[src/hw/rtl/bfu_pkg.sv]
// Shared constants, codes and types of the single-hash Bloom filter unit.
package bfu_pkg;

  localparam int WORD_W    = 64;
  localparam int WIU_W     = 11;
  localparam int KEY_W     = 32;
  localparam int HKEY_W    = 31;
  localparam int WIDX_W    = 10;
  localparam int POS_W     = 16;
  localparam int FPOS_W    = 17;
  localparam int EXT_W     = 17;
  localparam int LOW_W     = 6;
  localparam int QUO_W     = 26;
  localparam int DIV_STEPS = 26;
  localparam int DCNT_W    = 5;

  localparam int DEFAULT_MAX_WORDS = 1024;
  localparam int WIU_LIMIT         = 2047;

  localparam logic [WIU_W-1:0] WIU_RESET = 11'd1024;
  localparam logic [31:0]      HASH_MULT = 32'h045d9f3b;

  localparam logic [1:0] REQ_INSERT = 2'd0;
  localparam logic [1:0] REQ_QUERY  = 2'd1;
  localparam logic [1:0] REQ_MERGE  = 2'd2;
  localparam logic [1:0] REQ_NONE   = 2'd3;

  localparam logic REG_WIU = 1'b0;

  typedef struct packed {
    logic rd_en;
    logic wr_en;
  } store_cmd_t;

endpackage

[src/hw/rtl/bfu_hash.sv]
// Iterative key hash: xor-shift, multiply, xor-shift, then remainder by 64 * words in use.
module bfu_hash (
  input  logic                         clk,
  input  logic                         rst_n,
  input  logic                         start,
  input  logic [bfu_pkg::HKEY_W-1:0]   key_low,
  input  logic [bfu_pkg::WIU_W-1:0]    n_words,
  output logic                         done,
  output logic [bfu_pkg::FPOS_W-1:0]   pos
);

  localparam logic [1:0] HS_IDLE = 2'd0;
  localparam logic [1:0] HS_MUL  = 2'd1;
  localparam logic [1:0] HS_DIV  = 2'd2;

  logic [1:0]                        state_r;
  logic [bfu_pkg::HKEY_W-1:0]        h1_r;
  logic [bfu_pkg::QUO_W-1:0]         quo_r;
  logic [bfu_pkg::LOW_W-1:0]         low_r;
  logic [bfu_pkg::WIU_W-1:0]         rem_r;
  logic [bfu_pkg::DCNT_W-1:0]        cnt_r;
  logic                              done_r;

  logic [31:0]                       prod;
  logic [31:0]                       h2;
  logic [bfu_pkg::WIU_W:0]           trial;
  logic                              fits;
  logic [bfu_pkg::WIU_W:0]           diff;
  logic [bfu_pkg::WIU_W-1:0]         rem_nxt;

  assign prod    = {1'b0, h1_r} * bfu_pkg::HASH_MULT;
  assign h2      = prod ^ {16'd0, prod[31:16]};
  // Restoring remainder step: shift in next dividend bit, subtract when it fits.
  assign trial   = {rem_r, quo_r[bfu_pkg::QUO_W-1]};
  assign fits    = trial >= {1'b0, n_words};
  assign diff    = trial - {1'b0, n_words};
  assign rem_nxt = fits ? diff[bfu_pkg::WIU_W-1:0] : trial[bfu_pkg::WIU_W-1:0];

  always_ff @(posedge clk) begin
    if (!rst_n) begin
      state_r <= HS_IDLE;
      done_r  <= 1'b0;
      cnt_r   <= '0;
    end else begin
      done_r <= 1'b0;
      case (state_r)
        HS_IDLE: begin
          if (start) begin
            state_r <= HS_MUL;
          end
        end
        HS_MUL: begin
          cnt_r   <= '0;
          state_r <= HS_DIV;
        end
        HS_DIV: begin
          cnt_r <= cnt_r + 1'b1;
          if (cnt_r == bfu_pkg::DCNT_W'(bfu_pkg::DIV_STEPS - 1)) begin
            done_r  <= 1'b1;
            state_r <= HS_IDLE;
          end
        end
        default: state_r <= HS_IDLE;
      endcase
    end
  end

  always_ff @(posedge clk) begin
    if (state_r == HS_IDLE && start) begin
      h1_r <= key_low ^ {16'd0, key_low[bfu_pkg::HKEY_W-1:16]};
    end
    if (state_r == HS_MUL) begin
      quo_r <= h2[31:bfu_pkg::LOW_W];
      low_r <= h2[bfu_pkg::LOW_W-1:0];
      rem_r <= '0;
    end
    if (state_r == HS_DIV) begin
      rem_r <= rem_nxt;
      quo_r <= {quo_r[bfu_pkg::QUO_W-2:0], 1'b0};
    end
  end

  assign done = done_r;
  assign pos  = {rem_r, low_r};

endmodule

[config.mk]
export PLATFORM = sky130hd
export DESIGN_NAME = bfu_hash
export DESIGN_NICKNAME = d
export VERILOG_FILES = /design/src/hw/rtl/bfu_pkg.sv /design/src/hw/rtl/bfu_hash.sv
export SDC_FILE = /design/constraint.sdc
export NUM_CORES = 1
export LEC_CHECK = 0
export BUFFER_PORTS_ARGS = -buffer_cell sky130_fd_sc_hd__buf_2
export CAP_MARGIN = 0
export CORE_MARGIN = 2
export CORE_UTILIZATION = 58
export CTS_CLUSTER_SIZE = 12
export DETAILED_ROUTE_END_ITERATION = 12
export PLACE_DENSITY = 0.88
export SLEW_MARGIN = 40
export SYNTH_ARGS = -nofsm -noshare
export SYNTH_HDL_FRONTEND = slang
export SYNTH_SLANG_ARGS = --single-unit
export TNS_END_PERCENT = 20
[constraint.sdc]
create_clock -name clk -period 6 [get_ports clk]
set_input_delay 0.6 -clock clk [delete_from_list [all_inputs] [get_ports clk]]
set_output_delay 0.6 -clock clk [all_outputs]
set_load 0.1 [all_outputs]
# [After elaboration in Yosys (flattened, before gate mapping)]
# Index checks and enable logic that the tools add are counted.
[op_classes] n_mul=1 n_eq_ne=5 n_addsub=2 n_mux=10 n_lt_le_gt_ge=1 reduce_logical=5 bitwise_logic=2
[ops] cell="$mux 26" count=2
[ops] cell="$mux 11" count=3
[ops] cell="$mul 31x27->32 const B" count=1
[ops] cell="$xor 32x16->32" count=1
[ops] cell="$xor 31x15->31" count=1
[ops] cell="$ge 12x11->1" count=1
[ops] cell="$sub 11x11->11" count=1
[ops] cell="$pmux 5 s2" count=1
[ops] cell="$pmux 2 s3" count=1
[ops] cell="$add 5x1->5 const B" count=1
[ops] cell="$eq 5x5->1 const B" count=1
[ops] cell="$mux 2" count=2
[ops] cell="$ne 2x2->1 const B" count=2
[ops] cell="$reduce_and 2->1" count=2
[ops] cell="$eq 2x1->1 const B" count=1
[ops] cell="$eq 2x2->1 const B" count=1
[ops] cell="$logic_not 2->1" count=1
[ops] cell="$reduce_bool 2->1" count=1
[ops] cell="$logic_and 1x1->1" count=1
[ops] cell="$mux 1" count=1
[word_totals] output_inout_bits=18 input_bits=45 regBits=82

# [Depth between registers and ports, before layout]
[logic_depth] word_depth=4 mapped_depth=24

# [Least setup slack after synthesis]
# Ideal clock, no wire load.
[synth_path] path_kind="register -> register" start="reg h1_r[8] in the netlist's numbering" end="reg quo_r[6] in the netlist's numbering, data pin" setup_slack_ps=-166 period_less_slack_ps=6166 path_stages_with_launch=23 setup_time_ps=267 path_buffers=0 required_ps=5733 arrival_ps=5900 path_cell_list="edfxtp_1 -> fa_1 -> ha_1 -> xor2_1 -> ha_1 -> inv_1 -> fa_1 -> fa_1 -> inv_1 -> fa_1 -> inv_1 -> fa_1 -> inv_1 -> ha_1 -> a21o_1 -> a21o_1 -> a21o_1 -> a311o_1 -> a31oi_2 -> o211a_1 -> o311ai_2 -> xnor2_1 -> o31ai_1"
[synth_between] elab_chain_len=4
[synth_lines] element="start: declaration" line_no="bfu_hash.sv:17" source="logic [bfu_pkg::HKEY_W-1:0] h1_r;"
[synth_lines] element="start signal: assignment" line_no="bfu_hash.sv:70" source="h1_r <= key_low ^ {16'd0, key_low[bfu_pkg::HKEY_W-1:16]};"
[synth_lines] element="$mul 31x27->32" line_no="bfu_hash.sv:31" source="assign prod = {1'b0, h1_r} * bfu_pkg::HASH_MULT;"
[synth_lines] element="$xor 32x16->32" line_no="bfu_hash.sv:32" source="assign h2 = prod ^ {16'd0, prod[31:16]};"
[synth_lines] element="$mux 26" line_no="bfu_hash.sv:72" source="if (state_r == HS_MUL) begin"
[synth_lines] element="$mux 26" line_no="bfu_hash.sv:77" source="if (state_r == HS_DIV) begin"
[synth_lines] element="end signal: assignment" line_no="bfu_hash.sv:73" source="quo_r <= h2[31:bfu_pkg::LOW_W];"
[synth_lines] element="end signal: assignment" line_no="bfu_hash.sv:79" source="quo_r <= {quo_r[bfu_pkg::QUO_W-2:0], 1'b0};"
[synth_lines] element="end: declaration" line_no="bfu_hash.sv:18" source="logic [bfu_pkg::QUO_W-1:0] quo_r;"
# No other way between the ends. The select of a mux whose other input is x is not followed.
# A chain may end at the register's enable or synchronous reset.

# [Final worst setup path]
[layout_path] start="reg h1_r[13] in the netlist's numbering" end="reg quo_r[7] in the netlist's numbering, data pin"
# The elaborated chain is that of the path after synthesis.

==> run metrics <==
status finished, violations left; failing checks negative setup slack; number of global-route vias before repair 10800; placed inst area 15100 µm²; post-synthesis sequential area ratio 17.7%; CP max-delay cell fa_1; Post-synth EDFFs 73; post-DR vias/cell between 5 and 6; yosys warns 0; crit path capture type register; worst reg-to-reg path cell count 24; non-filler cells, final 1859; FF+latch area 2370 µm²; Hold Slack 0.420 ns; clock skew 0.0203 ns; CP top delay family adder cells; Yosys top cell area share 31.9%; CTS tree done; WP buf/inv 7; fmax 0.158 GHz; share of post-route cells with drive strength above 1 24.1%; drt drc 0; Max Cap Viol 0; Worst path max stage delay approximately 0.56 ns; CTS sink count between 80 and 90; Tcrit/Tclk final 105%; Tmin final between 6 and 7 ns; Post-DP HPWL 28.4 mm; Place WS -0.259 ns; ys async rst share 0%; Avg WL per Cell 19.3 µm; Root Buffer clkbuf_16; clk slew on worst S/H paths about 0.08 ns; GRT Total Usage 29.5%; RSZ-0062 raised after global routing true; multi-input logic area 9820 µm²; crit path DAT around 6.5 ns; Req. time, crit path 6.13 ns; number of buffers added on ports 62; Die X between 150 and 200 µm; CP most frequent cell fa_1; initial antenna violation count 0; Main synth FF type edfxtp_1; Layout Area Growth over Synthesis 21.7%; placed cell count about 1800; hold_buf cts 0; Mapped Nets 1782; number of cell rows 55; Layout Cell Area excl Fill approximately 16000 µm²; final setup fails 13; Synth area leader fa_1; number of cells on the critical path 24; final antenna-violating net count 0; global-route wire length before repair 54.1 mm; Final Hold Fails 0; worst slew pin tran around 0.72 ns; Starting Density between 50% and 60%; cell count after synthesis roughly 1300; nets@finish approximately 2000; Total Routed Length roughly 36 mm; Final WS setup -0.328 ns; WHS Path Cells 1; filler cell count 1497; largest net degree at the start of global routing 44; io pins 63; count of pins over their slew limit 0; synth top area cells fa_1, ha_1, edfxtp_1; Critical Path Fanout Max 4; Antenna Cells 0; TritonCTS Buffers 9; Worst Setup Path Type register to register; Die ar. 24300 µm²; clk buf depth 2; Initial DRT Pass Iterations 5; CP Cell Sequence inv_2 -> buf_4 -> fa_1 -> inv_1 -> ha_4 -> fa_1 -> inv_1 -> fa_1 -> inv_1 -> fa_1 -> fa_1 -> inv_1 -> fa_1 -> inv_1 -> ha_1 -> a21oi_4 -> o21bai_1 -> a21oi_2 -> o21ai_1 -> a31o_4 -> o2111ai_4 -> nor3b_4 -> xnor2_1 -> a22o_1; synthesized flop and latch total 82; die height 156 µm; Hold Path Class input pin to register; syn_area_per_cell around 10 µm²; initial drt markers 640; RD Place Congestion ~1; clk_lat worst skew 0.37 ns; via count 10000; H-tree depth 3; gr ovfl total 0; CP Launch Type register; Synth cell types 66; Post-Synthesis Cell Area 13400 µm²; Core Region 22600 µm²; max_slew headroom 51.6%
## cells by family after synthesis
| family | after synthesis | synth area share, % |
|---|---|---|
| xor gates and xnor gates | 94 | 6.36 |
| AOI/OAI and AO/OA | 148 | 7.82 |
| adders and majority gates | 405 | 49.8 |
| DFF | 82 | 17.7 |
| buffers and inverters | 479 | 13.5 |
| muxes | 3 | 0.224 |
| and+or+nand+nor | 121 | 4.52 |
## metrics by stage
step	utilization [%]	setup TNS, ns
final	71.9	-2.55
after floorplan	-	-0.0429
after CTS	69.4	-1.15
after global routing	71.9	-6.24
after detailed placement	66.8	-2.40
after global placement	66.7	-0.858
## registers in the layout, indices dropped and copies added, names as in the netlist
register,cells
h1_r,31
done,1
rem_r,11
cnt_r,5
low_r,6
quo_r,26
state_r,2
## cell type report
cell class,instances,area share (%)
multi-input combinational,771,60.3
timing repair buffer,239,10.3
clock inverter,7,0.438
sequential,82,14.6
inverter,466,10.7
clock buffer,9,1.38
tap,285,2.19
## worst register-to-register path, stage by stage (launching register included)
cell,delay [ns]
edfxtp_1,0.46
inv_2,0.15
buf_4,0.13
fa_1,0.41
inv_1,0.13
ha_4,0.22
fa_1,0.47
inv_1,0.07
fa_1,0.50
inv_1,0.05
fa_1,0.51
fa_1,0.56
inv_1,0.06
fa_1,0.47
inv_1,0.04
ha_1,0.31
a21oi_4,0.14
o21bai_1,0.08
a21oi_2,0.17
o21ai_1,0.13
a31o_4,0.25
o2111ai_4,0.20
nor3b_4,0.26
xnor2_1,0.09
a22o_1,0.21
## synth_stat cells (7+ instances only)
cell and count:
inv_1 465, nor2_1 23, xnor2_1 50, and2_1 8, ha_1 192, nor2b_1 7, o21ai_0 25, nand4_1 7
nor3_1 8, clkbuf_1 10, nand2_1 32, edfxtp_1 73, nand3_1 19, a21o_1 14, a22o_1 12, fa_1 213
dfxtp_1 9, o21ai_1 10, xor2_1 42, a21oi_1 35
## metal layers
layer	share of wire (%)	wire length (µm)	vias up	track usage, %
li1	-	-	4548	-
met1	37	13300	4941	34.7
met2	51	18300	407	52.7
met3	5.7	2040	134	4.69
met4	6.5	2320	0	14.2
met5	0	0	-	0
## final timing paths
check | start | to | slack, ns
worst max register to register | h1_r[13] | quo_r[7] | -0.33
worst min-delay path | key_low[15] | h1_r[15] | 0.42
worst max-delay path | h1_r[13] | quo_r[7] | -0.33
worst min register to register | quo_r[0] | quo_r[0] | 0.51
## layout by cell type (no fill, tap or decap), types with 14 or more instances in the layout
cell,synthesis,layout
inv_1,465,436
ha_4,0,26
nor2_1,23,22
edfxtp_1,73,73
fa_2,0,17
inv_2,0,29
a21o_1,14,14
buf_2,2,62
nand3_1,19,16
a21oi_1,35,27
fa_1,213,196
nand2_1,32,32
xnor2_1,50,46
xor2_1,42,42
o21ai_0,25,20
ha_1,192,161
buf_4,0,165
## timing repair
action,in CTS,in global routing
buffers inserted,15,20
pin swaps,22,37
setup endpoints to repair,24,28
gates resized for setup,40,82
Power is not shown: default switching activity piles up to over one toggle a cycle in this logic, so the estimate is an artifact.
